--- src/rtl/core/lsfs_pkg.sv ---
`timescale 1ns / 1ps
`default_nettype none
// ----------------------------------------------------------------------------
// lsfs_pkg: shared types and constants of the led strip frame streamer
// Frame buffer sizing, entry layout, command codes and the write request
// into the buffer.
// ----------------------------------------------------------------------------
package lsfs_pkg;

  // number of leds on the strip (2 to 63)
  localparam int unsigned LedCount = 32;
  // physical address width of the frame buffer
  localparam int unsigned AddrW    = $clog2(LedCount);
  // width of a logical led position, same as the index field
  localparam int unsigned PosW     = 6;

  // word framing
  localparam logic [31:0] StartWord = 32'h0000_0000;
  localparam logic [31:0] EndWord   = 32'hFFFF_FFFF;
  localparam logic [2:0]  LedHeader = 3'b111;

  // command codes; the two spare codes are ignored
  typedef enum logic [2:0] {
    CmdSetOne  = 3'd0,
    CmdSetSend = 3'd1,
    CmdSetAll  = 3'd2,
    CmdSend    = 3'd3,
    CmdShift   = 3'd4,
    CmdRotate  = 3'd5,
    CmdSpare6  = 3'd6,
    CmdSpare7  = 3'd7
  } cmd_e;

  typedef logic [AddrW-1:0] addr_t;

  // one led setting, packed as level, blue, green, red
  typedef struct packed {
    logic [4:0] level;
    logic [7:0] blue;
    logic [7:0] green;
    logic [7:0] red;
  } entry_t;

  // write request into the frame buffer
  typedef struct packed {
    logic   en;
    addr_t  addr;
    entry_t data;
  } wr_req_t;

endpackage
`default_nettype wire

--- src/rtl/core/lsfs_store.sv ---
`timescale 1ns / 1ps
`default_nettype none
// ----------------------------------------------------------------------------
// lsfs_store: frame buffer of led settings
// One write port, one registered read port; per-entry valid bits make
// entries that were never written since reset read as zero.
// ----------------------------------------------------------------------------
module lsfs_store import lsfs_pkg::*; (
  input  wire logic    clk_i,
  input  wire logic    rst_ni,
  input  wire wr_req_t wr_i,
  input  wire addr_t   rd_addr_i,
  output entry_t       rd_data_o
);

  entry_t                mem_q [LedCount];
  logic   [LedCount-1:0] valid_q;
  entry_t                rd_data_q;
  logic                  rd_valid_q;

  // storage array and read data
  always_ff @(posedge clk_i) begin
    if (wr_i.en) begin
      mem_q[wr_i.addr] <= wr_i.data;
    end
    rd_data_q <= mem_q[rd_addr_i];
  end

  // valid bits, cleared at reset
  always_ff @(posedge clk_i or negedge rst_ni) begin
    if (!rst_ni) begin
      valid_q    <= '0;
      rd_valid_q <= 1'b0;
    end else begin
      if (wr_i.en) begin
        valid_q[wr_i.addr] <= 1'b1;
      end
      rd_valid_q <= valid_q[rd_addr_i];
    end
  end

  // unwritten entries read as zero
  assign rd_data_o = rd_valid_q ? rd_data_q : '0;

endmodule
`default_nettype wire

--- src/rtl/core/led_strip_frame_streamer.sv ---
`timescale 1ns / 1ps
`default_nettype none
// ----------------------------------------------------------------------------
// led_strip_frame_streamer: frame buffer and word streamer for a two-wire
// rgb led strip
// Commands set one or all leds, shift or rotate the buffer, and send the
// whole frame as a start word, one word per led and an end word.
// ----------------------------------------------------------------------------
// channel   ports                                    handshake
// command   cmd_i index_i level_i red_i green_i      start high, busy low
//           blue_i direction_i positions_i
// word      frame_word_o last_o                      word_valid_o, one cycle
//
// busy per command: set one writes in StWrite, set one and send adds a send,
// set all sends, shift or rotate run StPrep and StAdjust first; a send gives
// LedCount+2 words at one per cycle, set by the single read port of the buffer.
// Shift and rotate move a base pointer through one shared modulo adder,
// which also walks the read address; zero fill is written during the send.
// Reset clears the buffer at once through valid bits; no clearing pass.
// Words cannot be stalled; each is registered in word_q after its buffer read.
// ----------------------------------------------------------------------------
module led_strip_frame_streamer import lsfs_pkg::*; (
  input  wire logic        clk_i,
  input  wire logic        rst_ni,
  input  wire logic        start,
  output logic             busy,
  input  wire logic [2:0]  cmd_i,
  input  wire logic [5:0]  index_i,
  input  wire logic [4:0]  level_i,
  input  wire logic [7:0]  red_i,
  input  wire logic [7:0]  green_i,
  input  wire logic [7:0]  blue_i,
  input  wire logic        direction_i,
  input  wire logic [7:0]  positions_i,
  output logic [31:0]      frame_word_o,
  output logic             last_o,
  output logic             word_valid_o
);

  typedef enum logic [2:0] {
    StIdle,
    StWrite,
    StPrep,
    StAdjust,
    StHead,
    StBody,
    StTail
  } state_e;

  localparam logic [PosW-1:0] CountPos = PosW'(LedCount);
  localparam logic [PosW-1:0] LastPos  = PosW'(LedCount - 1);

  // remainder of an amount by the led count, restoring steps
  function automatic logic [PosW-1:0] reduce_amount(input logic [7:0] n);
    logic [15:0] r;
    r = {8'b0, n};
    for (int k = 7; k >= 0; k--) begin
      if (r >= (16'(LedCount) << k)) begin
        r = r - (16'(LedCount) << k);
      end
    end
    return r[PosW-1:0];
  endfunction

  state_e          state_q;
  cmd_e            cmd_q;
  logic [PosW-1:0] idx_q;
  entry_t          entry_q;
  logic            dir_q;
  logic [7:0]      n_q;
  logic [PosW-1:0] amt_q;
  logic [PosW-1:0] thr_q;
  logic            long_q;
  addr_t           base_q;
  addr_t           rd_ptr_q;
  logic [PosW-1:0] pos_q;
  logic [31:0]     word_q;
  logic            last_q;
  logic            strobe_q;

  logic [PosW-1:0] unit_a;
  logic [PosW-1:0] unit_b;
  logic [PosW:0]   unit_sum;
  logic [PosW:0]   unit_wrap;
  addr_t           unit_res;
  logic [PosW-1:0] amt_comp;
  logic            vacated;
  entry_t          rd_data;
  entry_t          body_entry;
  wr_req_t         wr_req;

  assign amt_comp = CountPos - amt_q;

  // shared modulo adder: operand select per step
  always_comb begin
    unit_a = '0;
    unit_b = '0;
    case (state_q)
      StWrite: begin
        unit_a = idx_q;
        unit_b = PosW'(base_q);
      end
      StAdjust: begin
        unit_a = PosW'(base_q);
        unit_b = dir_q ? amt_comp : amt_q;
      end
      StHead: begin
        unit_a = PosW'(base_q);
      end
      StBody: begin
        unit_a = PosW'(rd_ptr_q);
        unit_b = PosW'(1);
      end
      default: begin
        unit_a = '0;
        unit_b = '0;
      end
    endcase
  end

  assign unit_sum  = {1'b0, unit_a} + {1'b0, unit_b};
  assign unit_wrap = (unit_sum >= {1'b0, CountPos}) ? unit_sum - {1'b0, CountPos} : unit_sum;
  assign unit_res  = unit_wrap[AddrW-1:0];

  // positions emptied by a shift
  always_comb begin
    vacated = 1'b0;
    if (cmd_q == CmdShift) begin
      vacated = long_q || (dir_q ? (pos_q < thr_q) : (pos_q >= thr_q));
    end
  end

  // entry sent for the current position
  always_comb begin
    body_entry = rd_data;
    if (cmd_q == CmdSetAll) begin
      body_entry = entry_q;
    end else if (vacated) begin
      body_entry = '0;
    end
  end

  // buffer writes: set one, set all and zero fill
  always_comb begin
    wr_req = '0;
    case (state_q)
      StWrite: begin
        wr_req.en   = (idx_q < CountPos);
        wr_req.addr = unit_res;
        wr_req.data = entry_q;
      end
      StBody: begin
        wr_req.en   = (cmd_q == CmdSetAll) || vacated;
        wr_req.addr = rd_ptr_q;
        wr_req.data = body_entry;
      end
      default: begin
        wr_req = '0;
      end
    endcase
  end

  lsfs_store u_store (
    .clk_i     (clk_i),
    .rst_ni    (rst_ni),
    .wr_i      (wr_req),
    .rd_addr_i (unit_res),
    .rd_data_o (rd_data)
  );

  // command payload capture
  always_ff @(posedge clk_i) begin
    if (start && !busy) begin
      idx_q   <= index_i;
      entry_q <= '{level: level_i, blue: blue_i, green: green_i, red: red_i};
      dir_q   <= direction_i;
      n_q     <= positions_i;
    end
    if (state_q == StPrep) begin
      amt_q <= reduce_amount(n_q);
    end
    if (state_q == StAdjust) begin
      thr_q <= dir_q ? amt_q : amt_comp;
    end
    case (state_q)
      StBody:  word_q <= {LedHeader, body_entry};
      StTail:  word_q <= EndWord;
      default: word_q <= StartWord;
    endcase
  end

  // sequencer
  always_ff @(posedge clk_i or negedge rst_ni) begin
    if (!rst_ni) begin
      state_q  <= StIdle;
      cmd_q    <= CmdSend;
      long_q   <= 1'b0;
      base_q   <= '0;
      rd_ptr_q <= '0;
      pos_q    <= '0;
      last_q   <= 1'b0;
      strobe_q <= 1'b0;
    end else begin
      strobe_q <= 1'b0;
      last_q   <= 1'b0;
      case (state_q)
        StIdle: begin
          if (start) begin
            cmd_q <= cmd_e'(cmd_i);
            case (cmd_e'(cmd_i))
              CmdSetOne, CmdSetSend: state_q <= StWrite;
              CmdSetAll, CmdSend:    state_q <= StHead;
              CmdShift, CmdRotate:   state_q <= StPrep;
              default:               state_q <= StIdle;
            endcase
          end
        end
        StWrite: begin
          state_q <= (cmd_q == CmdSetSend) ? StHead : StIdle;
        end
        StPrep: begin
          long_q  <= (cmd_q == CmdShift) && (n_q >= 8'(LedCount));
          state_q <= StAdjust;
        end
        StAdjust: begin
          base_q  <= unit_res;
          state_q <= StHead;
        end
        StHead: begin
          strobe_q <= 1'b1;
          rd_ptr_q <= unit_res;
          pos_q    <= '0;
          state_q  <= StBody;
        end
        StBody: begin
          strobe_q <= 1'b1;
          if (pos_q == LastPos) begin
            state_q <= StTail;
          end else begin
            pos_q    <= pos_q + PosW'(1);
            rd_ptr_q <= unit_res;
          end
        end
        StTail: begin
          strobe_q <= 1'b1;
          last_q   <= 1'b1;
          pos_q    <= '0;
          long_q   <= 1'b0;
          state_q  <= StIdle;
        end
        default: begin
          state_q <= StIdle;
        end
      endcase
    end
  end

  assign busy         = (state_q != StIdle);
  assign frame_word_o = word_q;
  assign last_o       = last_q;
  assign word_valid_o = strobe_q;

endmodule
`default_nettype wire
--- config.mk ---
export PLATFORM = sky130hd
export DESIGN_NAME = led_strip_frame_streamer
export DESIGN_NICKNAME = d
export VERILOG_FILES = /design/src/rtl/core/lsfs_pkg.sv /design/src/rtl/core/lsfs_store.sv /design/src/rtl/core/led_strip_frame_streamer.sv
export SDC_FILE = /design/constraint.sdc
export NUM_CORES = 1
export LEC_CHECK = 0
export ABC_AREA = 0
export BUFFER_PORTS_ARGS = -buffer_cell sky130_fd_sc_hd__buf_2
export CORE_UTILIZATION = 55
export CTS_CLUSTER_DIAMETER = 50
export CTS_CLUSTER_SIZE = 14
export DETAILED_ROUTE_END_ITERATION = 8
export MAX_ROUTING_LAYER = met4
export PLACE_DENSITY = 0.71
export SLEW_MARGIN = 30
export SYNTH_ARGS = -nofsm -noshare
export SYNTH_HDL_FRONTEND = slang
export SYNTH_SLANG_ARGS = --single-unit
--- constraint.sdc ---
create_clock -name clk_i -period 8.7 [get_ports clk_i]
set_input_delay 1.305 -clock clk_i [delete_from_list [all_inputs] [get_ports clk_i]]
set_output_delay 1.305 -clock clk_i [all_outputs]
set_load 0.05 [all_outputs]
==> impl_metrics.py <==
metrics = {
    "layout": {
        "drive_gt1_frac": 0.2903,
        "layout.nets": 2140,
        "fin_cells": 3193,
        "diodes": 0,
        "syn_to_final_growth_pct": 11.80,
    },
    "route": {
        "route.met3.wl_um": 9659,
        "vias_per_cell": 6.643,
        "wl_per_cell_um": 32.84,
        "drtAntennaViolNets": 0,
        "drt_first_pass_iters": 5,
        "wirelength_met1_um": 40220,
        "wl_met2_um": 51850,
        "vias": 21211,
        "wl_um": 104900,
        "initialDrtViolationCount": 2894,
        "drc": 0,
        "top_layer_used": "met4",
    },
    "setup_path": {
        "crit_required_ns": 8.99,
        "timing.rr.end": "u_store.mem_q[3][20]$_DFFE_PP_",
        "cp-start-kind": "flip-flop",
        "startpoint": "state_q[2]$_DFFE_PN0P_",
        "crit_path_end_kind": "flip-flop",
        "max_stage_delay_ns": 1.44,
        "critPathBufInv": 3,
        "slowest_stage": "fa_4",
        "r2r_cells": 13,
        "cp.arrival_ns": 6.07,
        "worstSetupEndpoint": "u_store.mem_q[3][20]$_DFFE_PP_",
        "path_cells": "nor2_1 > nand2_1 > inv_2 > nand2_1 > o21ai_0 > ha_4 > fa_4 > a32oi_1 > nor2_1 > o21ai_2 > buf_4 > nor2_4 > buf_4",
        "critical_path.top_delay_family": "adder cells",
        "cp.depth": 13,
        "critical_path_peak_fanout": 58,
        "critical_path_class": "reg -> reg",
        "r2r_slack_ns": 2.92,
        "r2r-start": "state_q[2]$_DFFE_PN0P_",
    },
    "power": {
        "p_clk_frac": 0.242,
        "netSwitchingFraction": 0.3145,
        "p_leak_nw": 15.97,
        "p_seq_frac": 0.377,
        "p_int_mw": 12.23,
        "p_per_area_nw_per_um2": 370.1,
        "switchingPower_mw": 5.612,
        "pwr-share-comb": 0.381,
        "ir_drop_mv": 0.3339,
    },
    "synth": {
        "synth_top_area_cell": "edfxtp_1",
        "synth_edf_count": 984,
        "async_reset_ff_frac": 0.05268,
        "synth_cell_types": 70,
        "ys.flop_type": "edfxtp_1",
        "syn-mean-instance-area_sq_um": 22.23,
        "yosysWarnings": 0,
        "syn_inst": 1940,
        "yosysTopAreaCellShare": 0.6853,
        "syn_area_sq_um": 43120,
        "synthTopCellsByArea": "edfxtp_1 (69%), mux4_2 (11%), mux4_1 (4.9%)",
        "synth-seq-cells": 1101,
        "seq_area_frac_synth": 0.7464,
    },
    "sta": {
        "slew_headroom": 0.3061,
        "tightest_slew_ns": 1.041,
        "setup_ws_ns": 2.923,
        "rsz0062_at_grt": "false",
        "fin_crit_sh": 0.6640,
        "timing.fmax_mhz": 173.1,
        "fin_skew_ns": 0.03035,
        "fin_hold_ws_ns": 0.4448,
        "tns_ns": 0,
        "slew_violations": 0,
        "setup_viol": 0,
        "hold_viol_final": 0,
        "period_minus_slack_ns": 5.777,
    },
    "clock_network": {
        "post-cts-setup-buffers": 0,
        "cts_hold_buf": 0,
        "clockBufferDepth": 3,
        "cts_buffers": 99,
        "cts_tree": "built",
        "post_cts_resized": 0,
        "root_buffer": "clkbuf_16",
        "cts.reportedPaths.clkPinSlew_ns": 0.06,
        "cts_num_sinks": 1101,
        "htree_levels": 3,
        "clock_latency_ns": 0.67,
    },
    "global_routing": {
        "antenna_found_initial": 1,
        "grt_pass1_wl_um": 149100,
        "overflow": 0,
        "grt_max_degree": 110,
        "grt_pass1_vias": 20972,
        "track_usage": 0.2772,
    },
    "place": {
        "io_buffers": 84,
        "place.gp.congestion": 0.8390,
        "dpl_worst_slack_ns": 3.048,
        "dpl.hpwl_um": 53630,
        "placed_cells": 3011,
    },
    "min_path": {
        "hp-class": "reg -> reg",
        "worstHoldPathCells": 0,
    },
    "floorplan": {
        "dieArea_sq_um": 79520,
        "io_pins": 85,
        "core_area_sq_um": 77470,
        "die_w_um": 282.0,
        "die_y_um": 282.0,
        "start_util": 0.5566,
        "row_count": 102,
    },
    "status": {
        "status": "finished clean",
    },
    "run": {
        "drv_cap": 0,
    },
}
[layout make-up]
type                            count  area, sq um
Sequential cell                  1101        32180
Fill cell                        5177        29260
Multi-Input combinational cell    707        10480
Clock buffer                      148         2743
Tap cell                         1040         1301
Timing Repair Buffer              145        989.7
Clock inverter                     33        437.9
Inverter                           19        71.32
[logic make-up (layout without fill, tap and decap cells)]
| family | Yosys count | count (layout) | synth area share |
|---|---|---|---|
| other cells | 1 | 4 | 0.00008697 |
| xor+xnor | 18 | 18 | 0.004179 |
| buf+inv | 135 | 345 | 0.01959 |
| flops | 1101 | 1101 | 0.7464 |
| fa+ha+maj | 17 | 17 | 0.005107 |
| mux | 347 | 347 | 0.1784 |
| compound gates | 190 | 190 | 0.03227 |
| simple gates | 131 | 131 | 0.01399 |
[worst min path at each step]
stage | startpoint | endpoint | slack, ns
final | n_q[4]$_DFFE_PP_ | amt_q[4]$_DFFE_PP_ | 0.44
after global routing | n_q[4]$_DFFE_PP_ | amt_q[4]$_DFFE_PP_ | 0.46
after CTS | n_q[4]$_DFFE_PP_ | amt_q[4]$_DFFE_PP_ | 0.45
after detailed placement | n_q[3]$_DFFE_PP_ | amt_q[3]$_DFFE_PP_ | 0.44
after global placement | n_q[3]$_DFFE_PP_ | amt_q[3]$_DFFE_PP_ | 0.43
after floorplan | n_q[4]$_DFFE_PP_ | amt_q[4]$_DFFE_PP_ | 0.42
[placed cells by master (no fill, tap or decap), types with 11 or more instances in the layout]
cell type	synthesis	layout
clkbuf_1	61	42
o21bai_1	33	33
edfxtp_1	984	984
nor2_4	0	33
mux2_4	28	28
a32oi_1	30	30
nor2_1	57	24
dfrtp_1	56	55
clkbuf_16	0	100
inv_1	17	17
a32o_2	0	28
buf_2	13	84
mux4_2	219	219
ha_1	16	15
mux2_2	14	14
a21oi_1	15	14
mux4_1	81	81
o21ai_0	34	34
buf_4	12	51
nand2_1	36	36
o21ai_1	14	11
dfxtp_1	59	59
[routing by layer]
metal	up-vias	global-route usage
met1	11240	0.3780
met5	-	-
li1	8498	-
met2	1280	0.4311
met4	0	0.08626
met3	193	0.04881
[through the flow]
step	area [sq um]	utilization	total power, mW
after global placement	44850	0.5789	13.48
after global routing	48210	0.6223	18.48
after detailed placement	44950	0.5803	13.60
final	48210	0.6223	17.84
after floorplan	43130	-	12.19
after CTS	48130	0.6213	17.88
[cell usage after synthesis (all sizes together), types with 2 or more instances]
cell type  count
or3            4
inv           19
nor3           2
dfxtp         59
edfxtp       984
a32oi         30
a21o           5
a22oi          6
nor2          57
xnor2          8
buf           54
o21bai        33
nand3          3
and3           2
xor2          10
a2111oi        2
a211oi         2
nor3b          4
clkbuf        62
and2           2
nand2         36
nor2b          4
mux2          44
nand2b         5
nand4          4
o21ai         49
dfrtp         56
a32o          30
o22ai          4
dfstp          2
a31oi          3
ha            16
mux4         300
a21oi         16
mux2i          3
nand3b         3
[flip-flops by register name, indices dropped and copies added (netlist names)]
name	cells
state_q	3
n_q	8
idx_q	6
cmd_q	3
rd_ptr_q	5
u_store.rd_valid_q	1
u_store.valid_q	32
pos_q	6
last_o	1
u_store.rd_data_q	29
long_q	1
word_valid_o	1
amt_q	6
u_store.mem_q	928
frame_word_o	30
base_q	5
entry_q	29
thr_q	6
dir_q	1
[power groups by stage]
stage | clock network (mW) | logic [mW] | registers [mW]
finish | 4.31 | 6.80 | 6.72
global route | 4.55 | 7.18 | 6.74
CTS | 4.35 | 6.80 | 6.73
detailed placement | 0 | 6.77 | 6.84
global placement | 0 | 6.66 | 6.82
floorplan | 0 | 5.36 | 6.83
[worst reg2reg max path, stage by stage (launching register included)]
cell     delay, ns
dfrtp_1       0.86
nor2_1        0.15
nand2_1       0.25
inv_2         0.21
nand2_1       0.11
o21ai_0       0.14
ha_4          0.24
fa_4          1.44
a32oi_1       0.18
nor2_1        0.15
o21ai_2       0.07
buf_4         0.25
nor2_4        0.83
buf_4         0.54
Note: power is estimated with default switching activity, not from simulation.
